$ cat config.mk
export PLATFORM = sky130hd
export DESIGN_NAME = lph_front
export DESIGN_NICKNAME = d
export VERILOG_FILES = /design/src/design/lph_pkg.sv /design/src/design/lph_front.sv
export SDC_FILE = /design/constraint.sdc
export NUM_CORES = 1
export LEC_CHECK = 0
export BUFFER_PORTS_ARGS = -buffer_cell sky130_fd_sc_hd__buf_2
export CELL_PAD_IN_SITES_DETAIL_PLACEMENT = 1
export CELL_PAD_IN_SITES_GLOBAL_PLACEMENT = 1
export CORE_ASPECT_RATIO = 2
export CORE_MARGIN = 5
export CORE_UTILIZATION = 31
export DETAILED_ROUTE_END_ITERATION = 16
export GPL_ROUTABILITY_DRIVEN = 0
export PLACE_DENSITY_LB_ADDON = 0.1
export SYNTH_ARGS = -nofsm -noshare
export SYNTH_HDL_FRONTEND = slang
export SYNTH_SLANG_ARGS = --single-unit
$ cat constraint.sdc
create_clock -name i_clk -period 10.4 [get_ports i_clk]
set_input_delay 3.12 -clock i_clk [delete_from_list [all_inputs] [get_ports i_clk]]
set_output_delay 3.12 -clock i_clk [all_outputs]
set_load 0.01 [all_outputs]
$ cat src/design/lph_pkg.sv
// ----------------------------------------------------------------------------
// lph_pkg
// Shared types, constants and the FNV-1a step for the linear probe hash table.
// ----------------------------------------------------------------------------
package lph_pkg;

    localparam logic [63:0] FNV_BASIS = 64'hCBF29CE484222325;
    localparam int          MAX_IDX_W = 16;

    typedef enum logic [1:0] {
        OP_HAS = 2'd0,
        OP_GET = 2'd1,
        OP_SET = 2'd2,
        OP_RSV = 2'd3
    } t_op;

    typedef struct packed {
        logic [1:0]  operation;
        logic [63:0] key;
        logic [31:0] value_in;
    } t_req;

    typedef struct packed {
        logic        found;
        logic [7:0]  slot;
        logic [31:0] value_out;
        logic        table_full;
    } t_rsp;

    // One hashed request passed from the front end to the probe engine.
    typedef struct packed {
        logic [1:0]           op;
        logic [63:0]          key;
        logic [31:0]          value;
        logic [MAX_IDX_W-1:0] start;
    } t_job;

    typedef enum logic [1:0] {
        F_IDLE,
        F_HASH,
        F_MOD,
        F_PUSH
    } t_front_state;

    typedef enum logic [1:0] {
        B_CLEAR,
        B_IDLE,
        B_PROBE
    } t_back_state;

    // The FNV prime is 2^40 + 0x1B3, so the product is a short sum of shifts.
    function automatic logic [63:0] fnv_step(input logic [63:0] h, input logic [7:0] b);
        logic [63:0] x;
        x = h ^ {56'd0, b};
        return (x << 40) + (x << 8) + (x << 7) + (x << 5) + (x << 4) + (x << 1) + x;
    endfunction

endpackage

$ cat src/design/lph_front.sv
// ----------------------------------------------------------------------------
// lph_front
// Accepts requests, hashes the key one byte per cycle and reduces the hash
// to a start slot, eight bits per cycle when the slot count is not a power
// of two.
// ----------------------------------------------------------------------------
module lph_front #(
    parameter int TABLE_SLOTS = 256,
    parameter int KEY_BYTES   = 8
) (
    input  logic          i_clk,
    input  logic          i_rst_n,
    input  logic          i_start,
    input  lph_pkg::t_req i_req,
    input  logic          i_hold,
    output logic          o_busy,
    input  logic          i_q_full,
    output logic          o_push,
    output lph_pkg::t_job o_job
);
    import lph_pkg::*;

    localparam int  IDXW  = (TABLE_SLOTS > 1) ? $clog2(TABLE_SLOTS) : 1;
    localparam int  KBITS = 8 * KEY_BYTES;
    localparam int  BCW   = (KEY_BYTES > 1) ? $clog2(KEY_BYTES) : 1;
    localparam bit  POW2  = (TABLE_SLOTS & (TABLE_SLOTS - 1)) == 0;
    localparam logic [BCW-1:0]  LAST_BYTE = BCW'(KEY_BYTES - 1);
    localparam logic [IDXW:0]   SLOTS_EXT = (IDXW+1)'(TABLE_SLOTS);

    t_front_state r_state, n_state;
    logic [1:0]      r_op;
    logic [63:0]     r_key, r_ksh, n_ksh;
    logic [31:0]     r_val;
    logic [63:0]     r_hash, n_hash;
    logic [BCW-1:0]  r_bcnt, n_bcnt;
    logic [2:0]      r_mcnt, n_mcnt;
    logic [IDXW-1:0] r_rem, n_rem;
    logic [IDXW:0]   mod_acc;
    logic [63:0]     hash_step;

    assign hash_step = fnv_step(r_hash, r_ksh[7:0]);

    // Eight restoring steps of hash mod TABLE_SLOTS, top hash bits first.
    always_comb begin
        mod_acc = {1'b0, r_rem};
        for (int i = 0; i < 8; i++) begin
            mod_acc = {mod_acc[IDXW-1:0], r_hash[63-i]};
            if (mod_acc >= SLOTS_EXT) begin
                mod_acc = mod_acc - SLOTS_EXT;
            end
        end
    end

    always_comb begin
        n_state = r_state;
        n_ksh   = r_ksh;
        n_hash  = r_hash;
        n_bcnt  = r_bcnt;
        n_mcnt  = r_mcnt;
        n_rem   = r_rem;
        unique case (r_state)
            F_IDLE: begin
                if (i_start && !i_hold) begin
                    n_state = F_HASH;
                    n_ksh   = 64'(i_req.key[KBITS-1:0]);
                    n_hash  = FNV_BASIS;
                    n_bcnt  = '0;
                end
            end
            F_HASH: begin
                n_hash = hash_step;
                n_ksh  = r_ksh >> 8;
                n_bcnt = r_bcnt + 1'b1;
                if (r_bcnt == LAST_BYTE) begin
                    n_rem  = '0;
                    n_mcnt = '0;
                    if (POW2) begin
                        n_rem   = hash_step[IDXW-1:0];
                        n_state = F_PUSH;
                    end else begin
                        n_state = F_MOD;
                    end
                end
            end
            F_MOD: begin
                n_rem  = mod_acc[IDXW-1:0];
                n_hash = r_hash << 8;
                n_mcnt = r_mcnt + 1'b1;
                if (r_mcnt == 3'd7) begin
                    n_state = F_PUSH;
                end
            end
            F_PUSH: begin
                if (!i_q_full) begin
                    n_state = F_IDLE;
                end
            end
            default: n_state = F_IDLE;
        endcase
    end

    always_ff @(posedge i_clk) begin
        if (!i_rst_n) begin
            r_state <= F_IDLE;
        end else begin
            r_state <= n_state;
        end
        r_ksh  <= n_ksh;
        r_hash <= n_hash;
        r_bcnt <= n_bcnt;
        r_mcnt <= n_mcnt;
        r_rem  <= n_rem;
        if (r_state == F_IDLE && i_start && !i_hold) begin
            r_op  <= i_req.operation;
            r_key <= 64'(i_req.key[KBITS-1:0]);
            r_val <= i_req.value_in;
        end
    end

    always_comb begin
        o_busy      = (r_state != F_IDLE);
        o_push      = (r_state == F_PUSH) && !i_q_full;
        o_job.op    = r_op;
        o_job.key   = r_key;
        o_job.value = r_val;
        o_job.start = MAX_IDX_W'(r_rem);
    end
endmodule

# After elaboration in Yosys (flattened, before gate mapping)
# Cells that the tools add are included.
[word_totals] output_inout_bits=116 word_cells=81 in_bits=103 reg_bits=242
[op_classes] n_addsub=16 muxes=23 reduce_logical=15 order_cmp=8 eq_ne=9 bitwise_logic=1
[op_table] op="adder 64 bit" n=6
[op_table] op="one-hot mux 64 bit (3 select lines)" n=1
[op_table] op="two-way mux 64 bit" n=2
[op_table] op="one-hot mux 64 bit (2 select lines)" n=1
[op_table] op="greater-or-equal comparator 9 bit, second input constant" n=8
[op_table] op="two-way mux 8 bit" n=9
[op_table] op="subtractor 8 x 1 -> 8 bit, second input constant" n=8
[op_table] op="bitwise XOR 64 x 8 -> 64 bit" n=1
[op_table] op="one-hot mux 8 bit (2 select lines)" n=1
[op_table] op="one-hot mux 3 bit (2 select lines)" n=2
[op_table] op="two-way mux 2 bit" n=4
[op_table] op="!= test 2 bit, second input constant" n=4
[op_table] op="one-hot mux 2 bit (4 select lines)" n=1
[op_table] op="adder 3 x 1 -> 3 bit, second input constant" n=2
[op_table] op="== test 3 bit, second input constant" n=2
[op_table] op="two-way mux 3 bit" n=2
[op_table] op="AND reduction 2 bit" n=3
[op_table] op="nonzero test 2 bit" n=3
[op_table] op="== test 2 bit, second input constant" n=2
[op_table] op="logical AND 1 bit" n=4
[op_table] op="AND reduction 4 bit" n=1
[op_table] op="nonzero test 3 bit" n=1
[op_table] op="== test 2 x 1 -> 1 bit, second input constant" n=1
[op_table] op="logical NOT 1 bit" n=2
[op_table] op="logical NOT 2 bit" n=1

# Longest topological paths before layout
[depth] depth_word=17 depth_mapped=23 mapped_depth_nobuf=22

# Least setup slack after synthesis
# OpenSTA, ideal clock, no wires.
[synth_path] kind="input-to-reg" from="input port i_hold" to="register r_bcnt[0], enable pin" setup_time_ns=0.424 arrival_ns=8.885 cell_stages=3 path_buffers=0 required_time_ns=9.976 path_slack_ns=1.091 cell_sequence="nand2b_1 > nor2_1 > a21o_1"
[synth_between] elab_chain_cells=4
[synth_lines] item="start, declared" line="lph_front.sv:15" rtl="input logic i_hold,"
[synth_lines] item="logical NOT 1 bit" line="lph_front.sv:63" rtl="if (i_start && !i_hold) begin"
[synth_lines] item="logical AND 1 bit" line="lph_front.sv:63"
[synth_lines] item="!= test 2 bit (no source line)"
[synth_lines] item="AND reduction 2 bit (no source line)"
[synth_lines] item="end signal, assigned" line="lph_front.sv:110" rtl="r_bcnt <= n_bcnt;"
[synth_lines] item="end, declared" line="lph_front.sv:35" rtl="logic [BCW-1:0] r_bcnt, n_bcnt;"
# Every way passes these cells.
# A chain may end at the register's enable or synchronous reset.

# Worst setup path in the final report
[layout_path] from="register r_ksh[4]" to="register r_hash[44] (data pin)"
[layout_between] elab_chain_cells=8
[layout_lines] item="start, declared" line="lph_front.sv:32" rtl="logic [63:0] r_key, r_ksh, n_ksh;"
[layout_lines] item="start signal, assigned" line="lph_front.sv:108" rtl="r_ksh <= n_ksh;"
[layout_lines] item="bitwise XOR 64 x 8 -> 64 bit (*)" line="lph_pkg.sv:54" rtl="x = h ^ {56'd0, b};"
[layout_lines] item="adder 64 bit (5 in series)" line="lph_pkg.sv:55" rtl="return (x << 40) + (x << 8) + (x << 7) + (x << 5) + (x << 4) + (x << 1) + x;"
[layout_lines] item="adder 64 bit (*)" line="lph_pkg.sv:55"
[layout_lines] item="one-hot mux 64 bit (3 select lines) (*)" line="lph_front.sv:61" rtl="unique case (r_state)"
[layout_lines] item="named net n_hash[44]" line="lph_front.sv:34" rtl="logic [63:0] r_hash, n_hash;"
[layout_lines] item="end signal, assigned" line="lph_front.sv:109" rtl="r_hash <= n_hash;"
[layout_lines] item="end, declared" line="lph_front.sv:34"
# The timed path passes the listed nets; every way through them passes the cells marked *.

==> results_dict.tcl <==
set metrics [dict create \
    status "complete, no violations" \
    hpwl_mm 53.80 \
    synthSimpleGateAreaFrac_pct 5.407 \
    final-hold-violation-count 0 \
    hp-start "r_ksh[44]" \
    core_area_mm2 0.06360 \
    tns_ps 0 \
    drv_cap 0 \
    synth_edf_count 240 \
    cp_data_arrival_time_ps 7200 \
    nFillCells 7046 \
    ys.flop_type "edfxtp_1" \
    rsz0062_at_grt "false" \
    max_freq_mhz 145.1 \
    async_flop_share_pct 0 \
    synth-compound-area-share_pct 9.497 \
    track_usage_pct 18.65 \
    min_period_ps 6891 \
    synth_cells 1710 \
    start_kind "register" \
    synthTopCellsByArea "edfxtp_1, fa_1, inv_1" \
    setup_viol 0 \
    numCtsBuffers 25 \
    worstSetupPathType "reg2reg" \
    endpoint_kind "register" \
    gr-total-overflow 0 \
    drt_iter0_markers 463 \
    worst_slew_pin_slew_ps 1099 \
    yosysWarnings 0 \
    syn_avg_cell_area_um2 11.61 \
    cts-resized-gates 0 \
    r2r_slack_ps 3510 \
    crit_path_start "r_ksh[4]" \
    hp-class "reg2reg" \
    tritoncts "yes" \
    reg2reg_to "r_hash[44]" \
    grt_max_degree 68 \
    ctsHoldBuffers 0 \
    antenna_left 0 \
    root_buffer "clkbuf_16" \
    fin_nets 2370 \
    io_buffers 210 \
    antenna-diode-count 0 \
    areaGrowthSynthToFinish_pct 13.09 \
    vias 13210 \
    start_util_pct 31.22 \
    maxSlewHeadroom_pct 26.58 \
    whs_endpoint "r_ksh[36]" \
    routed_wl_mm 64.54 \
    synth_top_family_by_area "adder cells" \
    firstDrtPassIters 5 \
    clkTransAtPathRegs_ps 80 \
    synth_top_area_share_pct 36.30 \
    period_share_pct 66.26 \
    wl_per_cell_um 23.76 \
    cts_sinks 242 \
    drv_slew 0 \
    multi_input_area_mm2 0.01079 \
    synth_top_cell_by_area "edfxtp_1" \
    die-area_mm2 0.06952 \
    synthAdderAreaFrac_pct 32.14 \
    viasPerCell 4.865 \
    r2r_cells 18 \
    cts_buffer_depth 3 \
    min_path_cells 1 \
    cts_max_level 1 \
    r2r-start "r_ksh[4]" \
    core.rowCount 131 \
    netlist-cell-type-count 66 \
    io_pins 219 \
    synthXorXnorAreaFrac_pct 3.441 \
    synth_area_mm2 0.01986 \
    skew_ps 24.12 \
    regArea_mm2 0.007247 \
    drive_above_1_share_pct 17.73 \
    die_h_um 367.9 \
    post-cts-setup-buffer-count 0 \
    die_w_um 189.0 \
    drc 0 \
    grt_pass1_wl_mm 98.38 \
    first_global_vias 15620 \
    cp_max_fo 6 \
    yosysSeqAreaShare_pct 36.50 \
    antenna_found_initial 0 \
    synthMuxAreaShare_pct 3.510 \
    worstSkewPairLatency_ps 550 \
    required_ps 10710 \
    synth_seq_cells 242 \
]
-- placed cells by master, fill, tap and decap left out, drive strengths merged, types with 24 or more instances in the layout --
cell	synthesis	final
clkbuf	40	28
xnor2	56	56
fa	245	245
ha	118	118
a21oi	67	67
nand2	68	68
nor2	54	54
buf	18	219
edfxtp	240	240
a221o	24	24
mux2	61	61
inv	405	409
o21ai	56	56
a21o	43	43
-- layout make-up --
cell class	count	area share [%]
tap	798	4.447
timing repair buffer	219	4.982
clock inverter	13	0.6130
multi-input combinational	1010	48.06
inverter	406	6.787
sequential	242	32.27
clock buffer	28	2.836
-- layer usage --
metal	global-route usage, %	wire, um	share of wire, %
met1	18.03	21120	33
met2	37.29	36810	57
met3	3.481	2975	4.6
met4	8.415	3641	5.6
met5	0	0	0
-- cell usage after synthesis, drive strengths merged, types with 2 or more instances --
| cell type | n |
|---|---|
| a2111oi | 2 |
| a211o | 3 |
| a211oi | 6 |
| a21bo | 2 |
| a21o | 43 |
| a21oi | 67 |
| a221o | 24 |
| a221oi | 3 |
| a22oi | 16 |
| a2bb2oi | 2 |
| a31oi | 17 |
| and2 | 10 |
| and3 | 10 |
| and4 | 4 |
| buf | 18 |
| clkbuf | 40 |
| dfxtp | 2 |
| edfxtp | 240 |
| fa | 245 |
| ha | 118 |
| inv | 405 |
| mux2 | 61 |
| nand2 | 68 |
| nand2b | 14 |
| nand3 | 15 |
| nand4 | 12 |
| nand4b | 2 |
| nor2 | 54 |
| nor2b | 15 |
| nor3 | 12 |
| o2111ai | 3 |
| o211ai | 9 |
| o21a | 3 |
| o21ai | 56 |
| o21bai | 9 |
| o31ai | 4 |
| or2 | 4 |
| xnor2 | 56 |
| xor2 | 22 |
-- sequential cells by signal, summed over array words and instances (netlist names) --
name / cells
r_state: 2
r_rem: 8
r_mcnt: 3
r_key: 64
r_val: 32
r_bcnt: 3
r_op: 2
r_ksh: 64
r_hash: 64
-- stage by stage --
step | area [um2] | std cells | worst slack (ps) | util [%] | hold slack (ps)
detailed placement | 21680 | 2675 | 3403 | 34.09 | 531.6
global route | 22450 | 2716 | 3017 | 35.31 | 547.6
CTS | 22450 | 2716 | 3399 | 35.31 | 540.6
floorplan | 19880 | 1717 | 1091 | - | 521.9
global placement | 21680 | 2675 | 3591 | 34.09 | 529.6
finish | 22450 | 2716 | 3509 | 35.31 | 538.5
-- cells by family (layout without fill, tap and decap cells) --
| group | count (synthesis) | in the layout |
|---|---|---|
| buffers and inverters | 465 | 666 |
| adders and majority gates | 363 | 363 |
| AOI/OAI and AO/OA | 277 | 277 |
| DFF | 242 | 242 |
| and+or+nand+nor | 222 | 222 |
| xor gates and xnor gates | 78 | 78 |
| muxes | 62 | 62 |
| other | 1 | 8 |
-- critical path, stage by stage, from the launching register on --
cell	delay, ps
edfxtp_1	400
xor2_1	850
inv_1	260
fa_1	590
inv_1	70
fa_1	590
fa_1	450
ha_1	320
ha_1	370
o21a_1	180
nor3b_1	300
nand2_1	90
and3_1	220
o41ai_2	360
a221oi_1	240
o31ai_1	670
a211oi_1	190
xnor2_1	180
a221o_1	330
-- how the worst max path moves through the flow --
stage | end | depth (start not counted)
5_1_grt | r_hash[44] | 17
3_5_place_dp | r_hash[44] | 17
3_3_place_gp | r_hash[44] | 17
4_1_cts | r_hash[44] | 17
2_1_floorplan | r_bcnt[0] | 3
6_report | r_hash[44] | 18
Power is not shown: default switching activity piles up to over one toggle a cycle in this logic, so the estimate is an artifact.
