$ cat config.mk
export PLATFORM = sky130hd
export DESIGN_NAME = lph_queue
export DESIGN_NICKNAME = d
export VERILOG_FILES = /design/src/design/lph_pkg.sv /design/src/design/lph_queue.sv
export SDC_FILE = /design/constraint.sdc
export NUM_CORES = 1
export LEC_CHECK = 0
export ABC_AREA = 0
export BUFFER_PORTS_ARGS = -buffer_cell sky130_fd_sc_hd__buf_2
export CAP_MARGIN = 20
export CELL_PAD_IN_SITES_DETAIL_PLACEMENT = 1
export CELL_PAD_IN_SITES_GLOBAL_PLACEMENT = 1
export CORE_MARGIN = 3
export CORE_UTILIZATION = 44
export DETAILED_ROUTE_END_ITERATION = 16
export PLACE_DENSITY_LB_ADDON = 0.1
export SETUP_SLACK_MARGIN = 0.1
export SLEW_MARGIN = 20
export SYNTH_ARGS = -nofsm -noshare
export SYNTH_HDL_FRONTEND = slang
export SYNTH_SLANG_ARGS = --single-unit
export TNS_END_PERCENT = 5
$ cat constraint.sdc
create_clock -name i_clk -period 7.95 [get_ports i_clk]
set_input_delay 1.59 -clock i_clk [delete_from_list [all_inputs] [get_ports i_clk]]
set_output_delay 1.59 -clock i_clk [all_outputs]
set_load 0.01 [all_outputs]
$ cat src/design/lph_pkg.sv
// ----------------------------------------------------------------------------
// lph_pkg
// Shared types, constants and the FNV-1a step for the linear probe hash table.
// ----------------------------------------------------------------------------
package lph_pkg;

    localparam logic [63:0] FNV_BASIS = 64'hCBF29CE484222325;
    localparam int          MAX_IDX_W = 16;

    typedef enum logic [1:0] {
        OP_HAS = 2'd0,
        OP_GET = 2'd1,
        OP_SET = 2'd2,
        OP_RSV = 2'd3
    } t_op;

    typedef struct packed {
        logic [1:0]  operation;
        logic [63:0] key;
        logic [31:0] value_in;
    } t_req;

    typedef struct packed {
        logic        found;
        logic [7:0]  slot;
        logic [31:0] value_out;
        logic        table_full;
    } t_rsp;

    // One hashed request passed from the front end to the probe engine.
    typedef struct packed {
        logic [1:0]           op;
        logic [63:0]          key;
        logic [31:0]          value;
        logic [MAX_IDX_W-1:0] start;
    } t_job;

    typedef enum logic [1:0] {
        F_IDLE,
        F_HASH,
        F_MOD,
        F_PUSH
    } t_front_state;

    typedef enum logic [1:0] {
        B_CLEAR,
        B_IDLE,
        B_PROBE
    } t_back_state;

    // The FNV prime is 2^40 + 0x1B3, so the product is a short sum of shifts.
    function automatic logic [63:0] fnv_step(input logic [63:0] h, input logic [7:0] b);
        logic [63:0] x;
        x = h ^ {56'd0, b};
        return (x << 40) + (x << 8) + (x << 7) + (x << 5) + (x << 4) + (x << 1) + x;
    endfunction

endpackage

$ cat src/design/lph_queue.sv
// ----------------------------------------------------------------------------
// lph_queue
// Two-entry queue of hashed items between the front end and the probe engine.
// ----------------------------------------------------------------------------
module lph_queue (
    input  logic          i_clk,
    input  logic          i_rst_n,
    input  logic          i_push,
    input  lph_pkg::t_job i_job,
    output logic          o_full,
    input  logic          i_pop,
    output logic          o_valid,
    output lph_pkg::t_job o_job
);
    import lph_pkg::*;

    t_job       r_mem [2];
    logic       r_wptr, r_rptr;
    logic [1:0] r_cnt;

    always_ff @(posedge i_clk) begin
        if (!i_rst_n) begin
            r_wptr <= 1'b0;
            r_rptr <= 1'b0;
            r_cnt  <= 2'd0;
        end else begin
            if (i_push) begin
                r_wptr <= ~r_wptr;
            end
            if (i_pop) begin
                r_rptr <= ~r_rptr;
            end
            r_cnt <= r_cnt + {1'b0, i_push} - {1'b0, i_pop};
        end
        if (i_push) begin
            r_mem[r_wptr] <= i_job;
        end
    end

    assign o_full  = (r_cnt == 2'd2);
    assign o_valid = (r_cnt != 2'd0);
    assign o_job   = r_mem[r_rptr];
endmodule

Yosys cells after proc, flatten, opt, wreduce, memory -nomap -nowiden --
Memory sizes are Yosys's and may differ from the RTL's. A register that Yosys moved wholly into a read port is not among the register bits. Index checks and enable logic that the tools add are counted.
Word-level totals: bits in registers 4, memory bits (writable) 228, bits of input ports 118, memories 1
Operators by class: add/subtract/negate cells 2, equality and inequality tests 1, multiplexer cells 4, bitwise operators 2, reduce and logical (&&, ||, !) cells 1
Memories:
- r_mem | depth 2, bits a word 114, rd ports 1, clocked after memory_dff 1, write ports 1, RTL line lph_queue.sv:17 | t_job r_mem [2];
Operator list (number):
- $mux 1 | 4
- $add 2x1->2 | 1
- $eq 2x2->1 const B | 1
- $not 1->1 | 2
- $reduce_bool 2->1 | 1
- $sub 2x1->2 | 1

Depth between registers and ports, before layout --
Gate-level depths: netlist of the first run.
depth in word-level cells 3, depth in mapped cells 6

Worst setup path before layout of the first run --
No wires, ideal clock.
kind input to register, from in i_push, to mem r_mem[0][0] in the netlist's numbering, enable pin, library setup time 0.602 ns, data arrival time 6.571 ns, required time 7.348 ns, setup slack 0.777 ns, stages 1, path through nor2b_1
On the way: longest elaborated chain between the ends 2
RTL lines:
- start: declaration | RTL line lph_queue.sv:8 | input logic i_push,
- $mux 1 | RTL line lph_queue.sv:35 | if (i_push) begin
- $mux 1 (implied by the code) | RTL line lph_queue.sv:36 | r_mem[r_wptr] <= i_job;
- end: declaration | RTL line lph_queue.sv:17
No other way between the ends.

==> summary.txt, run 1 <==
Yosys
  – Syn avg cell area: 23.1 um2
  – Post-synthesis instance area: 8700 um2
  – Register area share after synthesis: 0.798
  – Syn Inst Count: 376
  – Area fraction of the dominant cell type after synthesis: 0.787
  – Netlist cell types: 15
  – Synth area leaders: edfxtp_1, mux2_4, mux2_2
  – Synth warnings: 0
  – FF+latch count, synth: 233
  – Syn_nets: 496
  – Synth area leader: edfxtp_1

Clock network
  – Max Buffers Root-to-Sink: 3
  – TritonCTS clock tree: built
  – Clock buffer count from CTS: 25
  – Clock Sinks: 233
  – Cts hold-fix bufs: 0
  – Clk_lat worst skew: 0.51 ns
  – Root Buffer: clkbuf_16
  – Postcts setup bufs: 0
  – CTS clk-pin slew, worst paths: 0.06 ns
  – Htree depth: 1
  – CTS resizes: 0

Hold path
  – Hold Crit Class: reg2reg

Floorplan
  – IO Count: 234
  – Die W: 147 um
  – Core area: 19100 um2
  – Initial core utilization: 0.456
  – Row cnt: 50
  – Die Area: 21500 um2
  – DIE HEIGHT: 147 um

Global routing
  – Congestion Overflow GR: 0
  – Vias in the first global route: 4842
  – Grt met2 use: 0.276
  – Global-route wire length before repair: 27100 um
  – Met3 GRT Util: 0.0571
  – Initial antenna violation count: 5
  – GRT Total Usage: 0.160
  – Largest net degree at the start of global routing: 66
  – Most Used Layer, Global Route: met2
  – M1 GR Usage: 0.193

Timing
  – Setup Skew: 0.0125 ns
  – F_max: 245 MHz
  – RSZ-0062 raised after global routing: no
  – Setup-failing EPs final: 0
  – Actual slew at the worst max-slew pin: 0.916 ns
  – Period utilization: 0.513
  – Hold Vio Cnt, Final: 0
  – Hold_ws: 0.586 ns
  – Slew Limit Fails: 0
  – Slew margin rel.: 0.389
  – Setup TNS: 0 ns
  – Fin crit period: 4.08 ns
  – Final worst-path setup slack: 3.87 ns

Power and ir drop
  – Leak: 4.20 nW
  – Final total power: 2.76 mW
  – Power density cells: 254 nW/um2
  – VDD IR-drop max: 0.200 mV

Routing
  – DRT antenna net count: 0
  – Drt drc: 0
  – WL/cell: 19.6 um
  – DRT iter0 DRCs: 182
  – Drt pass-1 iters: 4
  – Via/cell ratio: 4.81
  – Routed vias: 4366
  – Final WL: 17800 um

Setup path
  – CP Data Required Time: 6.36 ns
  – CP max stage cell: buf_4
  – Crit-path max cell delay: 0.69 ns
  – Worst path cell trace: buf_4 -> mux2_2 -> buf_2
  – Crit-path max FO: 48
  – Critical Path Start Type: register
  – CP arrival: 2.49 ns
  – Kind of critical path: reg2out
  – Setup crit end kind: output pin

Status
  – Outcome: completed

Placed design
  – Pre-CTS setup slack: 4.31 ns
  – DPL Wire Length: 11800 um
  – Placed Instance Area: 10100 um2
  – Dpl cells: 861
  – PortBufs: 233
  – RePlAce Congestion: 0.728

Cells and area
  – Fin cells: 907
  – Final instance area: 10800 um2
  – Area grow syn2layout: 24.5%
  – Final core occ: 0.568
  – Final net count: 748
  – Share of post-route cells with drive strength above 1: 0.598

Run
  – Max Cap Viol: 0
[layout make-up]
| type | count | area, um2 |
|---|---|---|
| antenna | 2 | 5.00 |
| tap | 260 | 325 |
| clock inverter | 10 | 47.5 |
| sequential | 233 | 6950 |
| fill | 1769 | 8240 |
| multi-input combinational | 128 | 1640 |
| inverter | 2 | 7.51 |
| timing repair buffer | 238 | 1200 |
| clock buffer | 34 | 659 |
[final timing paths]
check	startpoint	to	slack [ns]	cells past startpoint
hold reg to reg	r_rptr	register	0.59	2
setup / recovery	register	o_job[31]	3.87	3
hold / removal	r_rptr	register	0.59	2
setup reg to reg	r_wptr	r_mem[1][9]	5.63	2
[layout by cell type (no fill, tap or decap), drive strengths merged]
master / instances
buf: 238
edfxtp: 228
mux2: 114
clkbuf: 34
clkinv: 9
dfxtp: 5
and2: 4
nor2b: 4
inv: 3
diode: 2
ha: 2
or2: 1
xor2: 1
o21a: 1
xnor3: 1
[cells by family after synthesis]
group	count (synthesis)	synth area share
mux	114	0.173
simple gates	9	0.00647
compound gates	1	0.000863
flops	233	0.798
buf+inv	15	0.0145
fa+ha+maj	2	0.00288
xor+xnor	2	0.00359
[state kept, by name (all words and copies together), names as in the netlist, named ones only]
register,count
r_mem,228
r_wptr,1
r_rptr,1
r_cnt,2
[metal layers]
layer	wire length, um	part of all wire
met5	40	0.0022
met4	325	0.018
met3	1480	0.083
met2	8940	0.50
met1	6990	0.39
[Yosys cell counts]
cell,instances
ha_1,2
and2_1,4
buf_8,1
nor2b_1,4
buf_2,5
inv_1,2
xor2_1,1
dfxtp_1,5
or2_2,1
buf_6,7
mux2_4,60
o21a_1,1
xnor3_1,1
mux2_2,54
edfxtp_1,228
[worst max-delay path: cells and delay by family, from the launching register on]
kind                   cells  cell delay (ns)
buffers and inverters      2             0.84
muxes                      1             0.44
DFF                        1             0.65
[power by group]
group	switching (mW)	internal (mW)	total [mW]
logic	0.148	0.152	0.300
clock network	0.432	0.577	1.01
registers	0.0246	1.42	1.45
total	0.605	2.15	2.76
(Power assumes the default switching activity.)
==> inputs of run 2 (changes only) <==
ABC_AREA = 1   (was 0)
CORE_UTILIZATION = 40   (was 44)
clock period = 3.35 ns   (was 7.95 ns; I/O delays follow)
==> run 2 against run 1 <==
  * Clock power up 140%
  * Final area is 1.1% higher
  * Flip-flop and latch count unchanged
  * Utilization is 5.2 points lower
  * Critical path depth unchanged
  * Setup slack worse by 3.3 ns
  * Wire length down 1.8%
  * Synthesized cell count up 3.2%
  * Clock skew decreased by 0.0036 ns
  * Clock-buffer cell count decreased by 3
  * Critical path type unchanged
  * Critical endpoint is now o_job[113]
  * Highest routed layer unchanged
==> summary.txt, run 2 <==
Cells and area
  – Final instance area: 11000 um2
  – Area grow syn2layout: 25.9%
  – Largest registers: r_mem x228, r_cnt x2
  – Register Area: 6950 um2
  – Final net count: 761
  – Fill cells: 2043
  – Fin cells: 934
  – Most flops, register: r_mem
  – Commonest non-fill, non-tap cell in the layout: buf_2
  – Multi-input gate area in the final layout: 1620 um2
  – Highest-count cells in the layout ignoring fill and taps: buf_2, edfxtp_1, mux2_4, mux2_2, clkbuf_16
  – Max reg flops: 228
  – Share of post-route cells with drive strength above 1: 0.590

Yosys
  – Syn Inst Count: 388
  – Main combinational cell family by area after synthesis: multiplexers
  – Area fraction of the dominant cell type after synthesis: 0.787
  – Top cells by count, synth: edfxtp_1, mux2_4, mux2_2, nand2_1, nor2_1
  – Syn_nets: 508
  – Synth warnings: 0
  – FF+latch count, synth: 233
  – Top FF cell, synth: edfxtp_1
  – Mux cell area share after synthesis: 0.173
  – Synth area leader: edfxtp_1
  – Netlist cell types: 13
  – Syn avg cell area: 22.4 um2
  – Post-synthesis simple-gate area fraction: 0.00791
  – Post-synth EDFFs: 228
  – Synth Area in XOR/XNOR: 0
  – Synth area leaders: edfxtp_1, mux2_4, mux2_2
  – Post-synthesis instance area: 8700 um2
  – Post-synthesis adder-cell area fraction: 0.00288
  – Asr flop ratio synth: 0
  – Most common cell in the netlist: edfxtp_1
  – Register area share after synthesis: 0.799
  – Compound-Gate Fraction of Synth Area: 0.000575

Clock network
  – CTS resizes: 0
  – Max Buffers Root-to-Sink: 3
  – Cts hold-fix bufs: 0
  – Clock buffer count from CTS: 24
  – Clk_lat worst skew: 0.50 ns
  – CTS clk-pin slew, worst paths: 0.06 ns
  – Htree depth: 1
  – TritonCTS clock tree: built
  – Root Buffer: clkbuf_16
  – Clock Sinks: 233
  – Postcts setup bufs: 0

Timing
  – Setup TNS: 0 ns
  – F_max: 363 MHz
  – Hold_ws: 0.349 ns
  – Period utilization: 0.823
  – Hold Vio Cnt, Final: 0
  – Slew Limit Fails: 0
  – Setup Skew: 0.00883 ns
  – Fin crit period: 2.76 ns
  – RSZ-0062 raised after global routing: no
  – Actual slew at the worst max-slew pin: 0.710 ns
  – Slew margin rel.: 0.525
  – Setup-failing EPs final: 0

Routing
  – DRT antenna net count: 0
  – Drt drc: 0
  – Routed vias: 4371
  – Via/cell ratio: 4.68
  – Final WL: 17500 um
  – WL/cell: 18.7 um
  – Drt pass-1 iters: 4
  – DRT iter0 DRCs: 185

Power and ir drop
  – P_int: 5.13 mW
  – Net switching power: 1.39 mW
  – Leak: 4.26 nW
  – Sw Share: 0.214
  – Clock power frac: 0.377
  – VDD IR-drop max: 0.448 mV
  – Sequential share of power: 0.525
  – Power density cells: 595 nW/um2
  – Logic pwr share: 0.098

Status
  – Outcome: completed

Setup path
  – Kind of critical path: reg2out
  – Setup crit end kind: output pin
  – Critical Path Start Type: register
  – CP Data Required Time: 2.68 ns
  – Crit-path max FO: 54
  – CP arrival: 2.09 ns

Global routing
  – GRT Total Usage: 0.143
  – Most Used Layer, Global Route: met2
  – Met3 GRT Util: 0.0569
  – Global-route wire length before repair: 26500 um
  – Initial antenna violation count: 5
  – Congestion Overflow GR: 0
  – M1 GR Usage: 0.165
  – Vias in the first global route: 4903
  – Grt met2 use: 0.248
  – Largest net degree at the start of global routing: 59

Placed design
  – RePlAce Congestion: 0.711
  – Placed Instance Area: 10200 um2
  – PortBufs: 233
  – DPL Wire Length: 12100 um
  – Dpl cells: 890

Floorplan
  – Die W: 153 um
  – Row cnt: 53
  – DIE HEIGHT: 153 um
  – Core area: 21200 um2
  – IO Count: 234
  – Initial core utilization: 0.410
  – Die Area: 23600 um2

Run
  – Max Cap Viol: 0

Hold path
  – Hold Crit Class: in2reg
[run 2: cell count changes after synthesis]
| cell | change |
|---|---|
| nand2_1 | +9 |
| nor2_1 | +8 |
| inv_1 | +5 |
| and2_1 | -4 |
| nor2b_1 | -4 |
| a21oi_1 | +1 |
| nand3_1 | +1 |
| o21a_1 | -1 |
| or2_2 | -1 |
| xnor3_1 | -1 |
| xor2_1 | -1 |
[run 2: worst paths after layout]
| check | startpoint | endpoint | slack, ns | cells past startpoint |
|---|---|---|---|---|
| worst max-delay path | register | o_job[113] | 0.59 | 3 |
| worst min-delay path | i_job[103] | r_mem[1][103] | 0.35 | 1 |
| worst max register to register | r_wptr | r_mem[0][84] | 1.66 | 2 |
| worst min register to register | r_rptr | r_rptr | 0.51 | 2 |
[run 2: worst max-delay path, cell delays in order (launching register included)]
cell and delay (ns):
dfxtp_4 0.60, buf_12 0.38, mux2_2 0.39, buf_2 0.14
[run 2: area by class of cell]
type / instances / share of cell area
inverter: 7 / 0.00263
antenna: 1 / 0.000228
sequential: 233 / 0.635
timing repair buffer: 240 / 0.117
tap: 275 / 0.0314
clock inverter: 12 / 0.00743
multi-input combinational: 135 / 0.147
clock buffer: 31 / 0.0592
[run 2: cell families after synthesis]
group	Yosys count
multiplexers	114
AO/OA/AOI/OAI	1
adder cells (fa/ha/maj)	2
buffers and inverters	20
flip-flops	233
AND/OR/NAND/NOR	18
[run 2: routing by layer]
| metal | wire [um] | part of all wire |
|---|---|---|
| met1 | 6610 | 0.38 |
| met2 | 8860 | 0.51 |
| met3 | 1620 | 0.093 |
| met4 | 322 | 0.018 |
| met5 | 53 | 0.0030 |
[run 2: power groups by stage]
stage	registers, mW	logic [mW]	clock network [mW]
2_1_floorplan	3.47	0.383	0
3_3_place_gp	3.48	0.640	0
3_5_place_dp	3.49	0.655	0
4_1_cts	3.43	0.658	2.53
5_1_grt	3.44	0.700	2.65
6_report	3.42	0.642	2.46
[run 2: metrics by stage]
stage / setup slack [ns] / power [mW] / utilization
floorplan: -0.0673 / 3.86 / -
global placement: 1.12 / 4.12 / 0.482
detailed placement: 1.11 / 4.14 / 0.482
CTS: 0.552 / 6.61 / 0.516
global route: 0.505 / 6.79 / 0.516
finish: 0.592 / 6.52 / 0.516
